$ cat config.mk
export PLATFORM = sky130hd
export DESIGN_NAME = console_command_demux_top
export DESIGN_NICKNAME = d
export VERILOG_FILES = /design/src/ccd_pkg.sv /design/src/ccd_parser.sv /design/src/console_command_demux_top.sv
export SDC_FILE = /design/constraint.sdc
export NUM_CORES = 1
export LEC_CHECK = 0
export ABC_CLOCK_PERIOD_IN_PS = 3400
export BUFFER_PORTS_ARGS = -buffer_cell sky130_fd_sc_hd__clkbuf_2
export CAP_MARGIN = 5
export CORE_AREA = 2 2 126 128
export DETAILED_ROUTE_END_ITERATION = 8
export DIE_AREA = 0 0 128 130
export PLACE_DENSITY_LB_ADDON = 0.2
export SLEW_MARGIN = 20
export SYNTH_ARGS = -nofsm -noshare
export SYNTH_HDL_FRONTEND = slang
export SYNTH_SLANG_ARGS = --single-unit
$ cat constraint.sdc
create_clock -name clk_i -period 3.4 [get_ports clk_i]
set_clock_uncertainty 0.2 [all_clocks]
set_input_delay 0.17 -clock clk_i [delete_from_list [all_inputs] [get_ports clk_i]]
set_output_delay 0.17 -clock clk_i [all_outputs]
set_load 0.05 [all_outputs]
$ cat src/ccd_pkg.sv
// Shared types and constants of the console command demultiplexer.
`default_nettype none

package ccd_pkg;

  // Character codes the command parser reacts to
  localparam logic [7:0] CH_CR  = 8'h0D;
  localparam logic [7:0] CH_LF  = 8'h0A;
  localparam logic [7:0] CH_NUL = 8'h00;

  // Reset values of the configuration registers
  localparam logic [7:0] PREFIX_RESET = 8'h21;
  localparam logic [7:0] LETTER_RESET = 8'h54;

  // Configuration register indexes
  localparam logic CFG_PREFIX = 1'b0;
  localparam logic CFG_LETTER = 1'b1;

  typedef enum logic [1:0] {
    KIND_PASS     = 2'd0,
    KIND_ECHO     = 2'd1,
    KIND_DISPATCH = 2'd2
  } kind_e;

  // Result slot currently presented on the output
  typedef enum logic [1:0] {
    SLOT_DISPATCH = 2'd0,
    SLOT_MAIN     = 2'd1,
    SLOT_LF       = 2'd2
  } slot_e;

  typedef struct packed {
    logic [7:0] rx_byte;
    logic       framing_error;
    logic       overrun_error;
  } in_t;

  typedef struct packed {
    kind_e       kind;
    logic [7:0]  data_byte;
    logic [7:0]  command_letter;
    logic [3:0]  param_count;
    logic [63:0] param_bytes;
    logic        last;
  } out_t;

  // Everything the output sequencer needs to emit the results of one byte
  typedef struct packed {
    logic        has_dispatch;
    kind_e       main_kind;
    logic [7:0]  main_byte;
    logic        has_lf;
    logic [7:0]  letter;
    logic [3:0]  count;
    logic [63:0] params;
  } plan_t;

endpackage : ccd_pkg

`default_nettype wire

$ cat src/ccd_parser.sv
// Command parser: mode, letter, parameter store and the result plan of each byte.
`default_nettype none

module ccd_parser import ccd_pkg::*; #(
  parameter int PARAM_BYTES = 8
) (
  input  wire logic       clk_i,
  input  wire logic       rst_ni,
  input  wire in_t        in_data_i,
  input  wire logic       accept_i,
  input  wire logic [7:0] prefix_i,
  input  wire logic [7:0] dispatch_i,
  output plan_t           plan_o
);

  localparam int IdxW = (PARAM_BYTES > 1) ? $clog2(PARAM_BYTES) : 1;

  logic            mode_q, mode_d;
  logic [7:0]      letter_q, letter_d;
  logic [3:0]      count_q, count_d;
  logic [7:0]      store_q [PARAM_BYTES];
  logic            store_we;
  logic [IdxW-1:0] store_idx;
  logic [7:0]      rx;
  logic            load;

  assign rx        = in_data_i.rx_byte;
  assign load      = accept_i && !in_data_i.framing_error && !in_data_i.overrun_error;
  assign store_idx = count_q[IdxW-1:0];

  always_comb begin
    mode_d   = mode_q;
    letter_d = letter_q;
    count_d  = count_q;
    store_we = 1'b0;

    plan_o              = '0;
    plan_o.main_kind    = KIND_ECHO;
    plan_o.main_byte    = rx;
    plan_o.letter       = letter_q;
    plan_o.count        = count_q;
    for (int i = 0; i < PARAM_BYTES; i++) begin
      plan_o.params[8*i +: 8] = store_q[i];
    end

    if (rx == prefix_i) begin
      mode_d = 1'b1;
    end else if (!mode_q) begin
      plan_o.main_kind = KIND_PASS;
    end else begin
      plan_o.has_lf = (rx == CH_CR);
      if (letter_q == CH_NUL) begin
        if (rx != CH_CR && rx != CH_LF) begin
          letter_d = rx;
        end
      end else if (rx == CH_CR) begin
        plan_o.has_dispatch = (letter_q == dispatch_i);
        letter_d            = CH_NUL;
        count_d             = '0;
      end else if (count_q < 4'(PARAM_BYTES)) begin
        store_we = 1'b1;
        count_d  = count_q + 4'd1;
      end
    end
  end

  always_ff @(posedge clk_i or negedge rst_ni) begin
    if (!rst_ni) begin
      mode_q   <= 1'b0;
      letter_q <= CH_NUL;
      count_q  <= '0;
    end else if (load) begin
      mode_q   <= mode_d;
      letter_q <= letter_d;
      count_q  <= count_d;
    end
  end

  always_ff @(posedge clk_i or negedge rst_ni) begin
    if (!rst_ni) begin
      for (int i = 0; i < PARAM_BYTES; i++) begin
        store_q[i] <= '0;
      end
    end else if (load && store_we) begin
      store_q[store_idx] <= rx;
    end
  end

endmodule : ccd_parser

`default_nettype wire

$ cat src/console_command_demux_top.sv
// Top level of the console command demultiplexer: config, parser and output sequencer.
// Usage
//   Input channel: one received byte per transfer with its framing and overrun
//   flags. A flagged byte is taken and dropped without any effect.
//   Output channel: one result per transfer (passthrough, echo or dispatch),
//   with last set on the final result of each input byte.
//   Config port: write command prefix (index 0) or dispatch letter (index 1)
//   whenever the block is idle; writes take effect at once.
// Timing
//   The first result of a byte is presented the cycle after its transfer.
//   A byte yields one to three results, one per output transfer, and holds
//   the result plan register until its final result leaves. A new byte is
//   taken in the same cycle as the final result of the previous one leaves,
//   so single-result bytes flow at one per cycle while ready stays high.
// Reset
//   Clears command mode, letter, parameter count and the parameter store,
//   and restores the default prefix and dispatch letter.
// Stalls
//   While the receiver holds ready low the current result is held and no
//   new byte is taken.
`default_nettype none

module console_command_demux_top import ccd_pkg::*; #(
  parameter int PARAM_BYTES = 8
) (
  input  wire logic       clk_i,
  input  wire logic       rst_ni,
  input  wire logic       in_valid_i,
  output logic            in_ready_o,
  input  wire in_t        in_data_i,
  output logic            out_valid_o,
  input  wire logic       out_ready_i,
  output out_t            out_data_o,
  input  wire logic       cfg_we_i,
  input  wire logic       cfg_idx_i,
  input  wire logic [7:0] cfg_data_i
);

  logic [7:0] prefix_q, letter_cfg_q;
  plan_t      plan, plan_q;
  logic       busy_q, busy_d;
  slot_e      slot_q, slot_d;
  logic       accept, load, advance, fin;

  // Configuration registers
  always_ff @(posedge clk_i or negedge rst_ni) begin
    if (!rst_ni) begin
      prefix_q     <= PREFIX_RESET;
      letter_cfg_q <= LETTER_RESET;
    end else if (cfg_we_i) begin
      case (cfg_idx_i)
        CFG_PREFIX: prefix_q     <= cfg_data_i;
        CFG_LETTER: letter_cfg_q <= cfg_data_i;
        default: ;
      endcase
    end
  end

  // Take a byte when the plan register is empty or drains this cycle
  assign accept     = in_valid_i && in_ready_o;
  assign load       = accept && !in_data_i.framing_error && !in_data_i.overrun_error;
  assign advance    = busy_q && out_ready_i;
  assign fin        = advance && out_data_o.last;
  assign in_ready_o = !busy_q || fin;

  ccd_parser #(
    .PARAM_BYTES(PARAM_BYTES)
  ) u_parser (
    .clk_i      (clk_i),
    .rst_ni     (rst_ni),
    .in_data_i  (in_data_i),
    .accept_i   (accept),
    .prefix_i   (prefix_q),
    .dispatch_i (letter_cfg_q),
    .plan_o     (plan)
  );

  // Next slot
  always_comb begin
    busy_d = busy_q;
    slot_d = slot_q;
    if (load) begin
      busy_d = 1'b1;
      slot_d = plan.has_dispatch ? SLOT_DISPATCH : SLOT_MAIN;
    end else if (fin) begin
      busy_d = 1'b0;
    end else if (advance) begin
      case (slot_q)
        SLOT_DISPATCH: slot_d = SLOT_MAIN;
        SLOT_MAIN:     slot_d = SLOT_LF;
        default:       slot_d = slot_q;
      endcase
    end
  end

  always_ff @(posedge clk_i or negedge rst_ni) begin
    if (!rst_ni) begin
      busy_q <= 1'b0;
      slot_q <= SLOT_MAIN;
    end else begin
      busy_q <= busy_d;
      slot_q <= slot_d;
    end
  end

  // Hold the plan of the byte being emitted
  always_ff @(posedge clk_i) begin
    if (load) begin
      plan_q <= plan;
    end
  end

  // Result fields of the current slot
  always_comb begin
    out_valid_o = busy_q;
    out_data_o  = '0;
    case (slot_q)
      SLOT_DISPATCH: begin
        out_data_o.kind           = KIND_DISPATCH;
        out_data_o.command_letter = plan_q.letter;
        out_data_o.param_count    = plan_q.count;
        out_data_o.param_bytes    = plan_q.params;
      end
      SLOT_MAIN: begin
        out_data_o.kind      = plan_q.main_kind;
        out_data_o.data_byte = plan_q.main_byte;
        out_data_o.last      = !plan_q.has_lf;
      end
      SLOT_LF: begin
        out_data_o.kind      = KIND_ECHO;
        out_data_o.data_byte = CH_LF;
        out_data_o.last      = 1'b1;
      end
      default: ;
    endcase
  end

`ifndef NO_ASSERTIONS
  // A new byte may only enter while the final result of the previous one leaves
  assert property (@(posedge clk_i) disable iff (!rst_ni)
    busy_q && in_ready_o |-> out_ready_i && out_data_o.last)
    else $error("input taken while results still pending");

  // The dispatch slot is only ever shown for a plan that carries a dispatch
  assert property (@(posedge clk_i) disable iff (!rst_ni)
    busy_q && slot_q == SLOT_DISPATCH |-> plan_q.has_dispatch)
    else $error("dispatch slot without dispatch");

  // The added LF only follows an echoed CR
  assert property (@(posedge clk_i) disable iff (!rst_ni)
    busy_q && slot_q == SLOT_LF |-> plan_q.main_byte == CH_CR && plan_q.has_lf)
    else $error("LF slot without CR");

  // A transfer that is not the final result leaves another result behind
  assert property (@(posedge clk_i) disable iff (!rst_ni)
    out_valid_o && out_ready_i && !out_data_o.last |=> out_valid_o)
    else $error("results of a byte lost");
`endif

endmodule : console_command_demux_top

`default_nettype wire

* Word level (Yosys, flattened, before mapping)
Index checks and enable logic that the tools add are counted.
** Word-level totals
- Input bits :: 24
- Word-level logic and storage cells :: 95
- Bits in registers :: 183
- Output and inout port bits :: 89
** Cells by class
- Multiplexer cells :: 29
- Reduce and logical (&&, ||, !) cells :: 27
- Equal/unequal tests :: 9
- Order comparisons :: 3
- Add/sub/neg operators :: 1
- Bitwise gates (word level) :: 5
** Operators by type and width (count)
- 2-to-1 mux 76 bit :: 1
- bitwise mux 64 bit :: 1
- 2-to-1 mux 8 bit :: 4
- demux 8 bit (select 3 bit) :: 1
- == test 8 bit :: 2
- != test 8 x 4 -> 1 bit (second input constant) :: 2
- case mux 8 bit (2 select lines) :: 1
- 2-to-1 mux 1 bit :: 12
- AND reduction 5 bit :: 2
- == test 8 x 4 -> 1 bit (second input constant) :: 1
- logical AND 1 bit :: 8
- zero test 8 bit :: 1
- 2-to-1 mux 4 bit :: 2
- nonzero test 2 bit :: 4
- 2-to-1 mux 2 bit :: 3
- case mux 2 bit (3 select lines) :: 1
- AND reduction 2 bit :: 3
- adder 4 x 1 -> 4 bit (second input constant) :: 1
- greater-or-equal comparator 4 bit (second input constant) :: 1
- zero test 1 bit :: 4
- less-than comparator 4 x 1 -> 1 bit (second input constant) :: 1
- less-than comparator 4 bit (second input constant) :: 1
- inverter 1 bit :: 4
- inverter 3 -> 4 bit :: 1
- other kinds (12) :: 12

* Longest topological paths before layout
- Depth in word-level cells :: 9
- Mapped depth :: 10
- Gate-level depth less buffers :: 9

* Modules after synthesis
Synthesis repeated with hierarchy kept, for this count alone.
** Second synthesis, totals
- Cells, all modules :: 509
- Area, all modules :: 7748.7 um^2
** Modules (own cells, without submodules)
- console_command_demux_top :: times used 1, area each 4071.4 um^2, cells an instance 248, sequential area each 3095.5 um^2
- ccd_parser :: times used 1, area each 3677.3 um^2, cells an instance 261, sequential area each 1926.8 um^2

* Worst setup path after synthesis
Ideal clock, no wire load.
- Kind :: register -> register
- From :: register slot_q[0]
- To :: register u_parser.store_q, in the netlist u_parser.plan_o[41]
- Path slack :: -0.367 ns
- Clock period less this slack :: 3.767 ns
- Cell stages (with the launch flop) :: 11
- Data arrival time :: 3.442 ns
- Path through :: dfstp_2 -> inv_1 -> ha_1 -> a21boi_1 -> a21oi_2 -> nand2b_4 -> clkinv_2 -> and2_4 -> buf_6 -> nand3_4 -> mux2_4
** On the way
- Word-level cells in the longest chain between the ends :: 8
- Elaborated cells between the ends (all ways) :: 9
** Ends and longest elaborated chain
- start: declaration :: RTL line console_command_demux_top.sv:42 : slot_e slot_q, slot_d;
- start signal: assignment :: RTL line console_command_demux_top.sv:102 : slot_q <= slot_d;
- == test 2 bit / == test 2 x 1 -> 1 bit (equally long branches) :: RTL line console_command_demux_top.sv:117 : case (slot_q)
- case mux 1 bit (2 select lines) (*) :: RTL line console_command_demux_top.sv:117
- logical AND 1 bit (*) :: RTL line console_command_demux_top.sv:63 : assign fin = advance && out_data_o.last;
- logical OR 1 bit (*) :: RTL line console_command_demux_top.sv:64 : assign in_ready_o = !busy_q || fin;
- named net in_ready_o :: RTL line console_command_demux_top.sv:29 : output logic in_ready_o,
- logical AND 1 bit (*) :: RTL line console_command_demux_top.sv:60 : assign accept = in_valid_i && in_ready_o;
- logical AND 1 bit (*) (2 in a row) :: RTL line ccd_parser.sv:28 : assign load = accept_i && !in_data_i.framing_error && !in_data_i.overrun_error;
- logical AND 1 bit (*) :: RTL line ccd_parser.sv:84 : end else if (load && store_we) begin
- end signal: indexed assignment :: RTL line ccd_parser.sv:85 : store_q[store_idx] <= rx;
- end: declaration :: RTL line ccd_parser.sv:21 : logic [7:0] store_q [PARAM_BYTES];
The timed path passes the listed nets; every way through them passes the cells marked *.
A chain may end at the register's enable or synchronous reset.

* Worst setup path after layout
- From :: input in_data_i[0] (netlist bit)
- To :: register u_parser.store_q, in the netlist u_parser.plan_o[52]
** On the way
- Word-level cells in the longest chain between the ends :: 3
** Ends and longest elaborated chain
- start: declaration :: RTL line console_command_demux_top.sv:30 : input wire in_t in_data_i,
- zero test 1 bit :: RTL line ccd_parser.sv:28
- logical AND 1 bit :: RTL line ccd_parser.sv:28
- logical AND 1 bit :: RTL line ccd_parser.sv:84
Every way passes these cells.

==> results.yml <==
setup_path:
  critPathRequiredTime_ns: 3.51
  crit_type: "input port to flip-flop"
  arrival_ns: 3.12
  cp-end-kind: "flip-flop"
  crit_fanout: 13
  startpoint_type: "input port"
synthesis:
  syn_area_per_cell_sq_um: 15.4
  synth_nets: 524
  yosysWarnings: 0
  synth_largest_area_cell: "edfxtp_1"
  synthDistinctLibCells: 48
  synth_seq_area_share_pct: 65.3
  syn_inst: 496
  yosys_most_used_dff: "dfrtp_1"
  synthArstFlopShare_pct: 52.7
  yosysTopAreaCellShare_pct: 33.8
  synth_area_leaders: "edfxtp_1 34%, dfrtp_1 29%, and2_1 6.5%"
  synth_edf_count: 86
  synth.cell_area_sq_um: 7640
  ys_seq_elements: 182
floorplanning:
  num_rows: 46
  core_sq_um: 15400
  fp.dieW_microns: 128
  num_io_pins: 113
  die_area_sq_um: 16600
  initial_core_util_pct: 49.5
  die_h_microns: 130
layout:
  antenna_cells: 0
  multi_input_area_sq_um: 2500
  layout.nets: 649
  area_growth_pct: 19.6
  ff_latch_area_sq_um: 4990
  final_cells: 826
  nFillCells: 1212
  drive_above_1_share_pct: 36.6
global_routing:
  grt_use_total_pct: 18.6
  grt_pass1_wl_microns: 23000
  overflow: 0
  grt_pass1_vias: 4220
  grt_max_degree: 92
  antenna_found_initial: 0
drt:
  viasPerCell: 5.20
  drtIter0Drc: 252
  vias: 4295
  detail-route-antenna-nets: 0
  dr.pass1.iters: 7
  finalWirelength_microns: 14600
  drc_errors: 0
  wl_per_cell_microns: 17.6
placement:
  port_buffers: 112
  dpl.hpwl_microns: 9640
  dp.cells: 782
  place.gp.congestion: 0.869
  dp_slack_ns: 0.465
clock_network:
  postCtsSetupBuffers: 0
  path_clk_slew_ns: 0.07
  cts.sinks: 182
  cts-root-buf: "clkbuf_16"
  cts_max_level: 4
  cts_max_path_buffers: 2
  cts_tree: "done"
  clk_latency_ns: 0.43
  cts_buffers: 17
  hold_buffers: 12
  cts-resized-gates: 0
power_and_ir_drop:
  power.leakage_nw: 4.13
  power.density_nw_per_um2: 698
  peakVddDrop_mv: 0.659
sta:
  setup_slack_ns: 0.393
  finalCriticalPeriod_ns: 3.01
  tns_ns: 0
  hold_violations: 0
  worst_pin_slew_ns: 0.642
  report.final.slew_viol_count: 0
  slew_headroom_pct: 57.1
  max_freq_mhz: 333
  grt_setup_unrepaired: "no"
  fin_hold_ws_ns: 0.00477
  setup_viol: 0
  finalCritPeriodShare_pct: 88.5
flow_run:
  max_cap_viol_count: 0
outcome:
  outcome: "completed"
min_path:
  hold_path.class: "input port to async pin"
per-layer routing:
layer / vias to the layer above / share of wire [%] / GRT usage, %
met1: 2083 / 46 / 26.5
met4: 0 / 2.6 / 8.47
met3: 32 / 6.0 / 4.18
met5: - / 0 / 0
li1: 2028 / - / -
met2: 152 / 45 / 27.7
area by class of cell:
class,instances,share of cell area (%)
Inverter,6,0.301
Timing Repair Buffer,133,8.35
Tap cell,192,2.63
Multi-Input combinational cell,281,27.3
Clock buffer,19,4.95
Sequential cell,182,54.6
Clock inverter,13,1.85
Yosys cell counts, types with 4 or more instances:
library cell	number
dfrtp_1	90
buf_4	4
dfstp_2	6
clkbuf_1	19
a22o_1	6
o21ai_0	6
mux2_1	26
and2_1	80
nor4_2	4
edfxtp_1	86
nand2_1	7
nand2b_1	4
a21oi_1	5
nand3_4	5
and3_1	12
mux2_4	32
nor2b_1	5
nor2_1	6
nand4_1	4
xor2_1	8
a32o_1	5
nor3_1	4
ha_1	4
inv_1	5
xnor2_1	8
nand3_1	5
mux2_2	22
placed cells by master, fill, tap and decap left out, types with 3 or more instances in the layout:
cell type / count
a21oi_1: 5
a22o_1: 6
a32o_1: 5
and2_1: 80
and3_1: 12
buf_4: 9
bufinv_16: 3
clkbuf_16: 17
clkbuf_2: 111
clkinv_4: 5
dfrtp_1: 90
dfstp_2: 6
dlygate4sd3_1: 12
edfxtp_1: 86
ha_1: 3
inv_1: 5
inv_6: 3
mux2_1: 26
mux2_2: 22
mux2_4: 32
nand2_1: 7
nand2b_1: 4
nand3_1: 5
nand3_4: 5
nand4_1: 4
nor2_1: 6
nor2b_1: 5
nor3_1: 4
nor4_2: 4
nor4b_1: 3
o21ai_0: 6
xnor2_1: 8
xor2_1: 8
power by group:
group | switching, mW | total [mW] | internal (mW) | leakage (nW)
Combinational | 1.47 | 1.91 | 0.444 | 1.69
Sequential | 0.0466 | 2.44 | 2.39 | 2.14
Clock | 0.828 | 2.03 | 1.20 | 0.304
Total | 2.34 | 6.38 | 4.04 | 4.13
final timing paths:
kind,slack [ns],startpoint,depth (start not counted),endpoint
worst max-delay path,0.39,in_data_i[0],9,u_parser.plan_o[52]
worst min-delay path,0.005,rst_ni,2,u_parser.plan_o[23]
worst max register to register,0.43,slot_q[0],9,u_parser.plan_o[52]
worst min register to register,0.23,u_parser.plan_o[36],0,plan_q[36]
max in group asynchronous,2.18,rst_ni,3,u_parser.plan_o[25]
min in group clk_i,0.03,in_data_i[6],2,plan_q[81]
flip-flops by register name (all words and copies together) (netlist names):
name and cells:
letter_cfg_q 8, out_valid_o 1, plan_q 86, prefix_q 8, slot_q 2, u_parser.count_q 4
u_parser.letter_q 8, u_parser.mode_q 1, u_parser.plan_o 64
critical path, cell delays in order:
cell	delay, ns
dlygate4sd3_1	0.53
clkbuf_2	0.10
or3b_1	0.33
dlygate4sd3_1	0.59
nand2b_4	0.18
clkinv_4	0.06
and2_4	0.28
and3_1	0.54
mux2_4	0.34
logic make-up (layout without fill, tap and decap cells):
| group | after synthesis | count (layout) | share of synthesized area (%) |
|---|---|---|---|
| fa+ha+maj | 4 | 4 | 0.655 |
| simple gates | 149 | 149 | 13.5 |
| buf+inv | 33 | 171 | 2.13 |
| flops | 182 | 182 | 65.3 |
| xor+xnor | 16 | 16 | 1.83 |
| compound gates | 31 | 31 | 3.11 |
| mux | 81 | 81 | 13.5 |
per-stage QoR:
stage / instance area (sq um) / util, % / power (mW)
4_1_cts: 9140 / 59.3 / 6.44
3_3_place_gp: 8400 / 54.5 / 4.37
6_report: 9140 / 59.3 / 6.38
3_5_place_dp: 8400 / 54.5 / 4.40
2_1_floorplan: 7650 / - / 3.96
5_1_grt: 9140 / 59.3 / 6.64
Note: power is estimated with default switching activity, not from simulation.
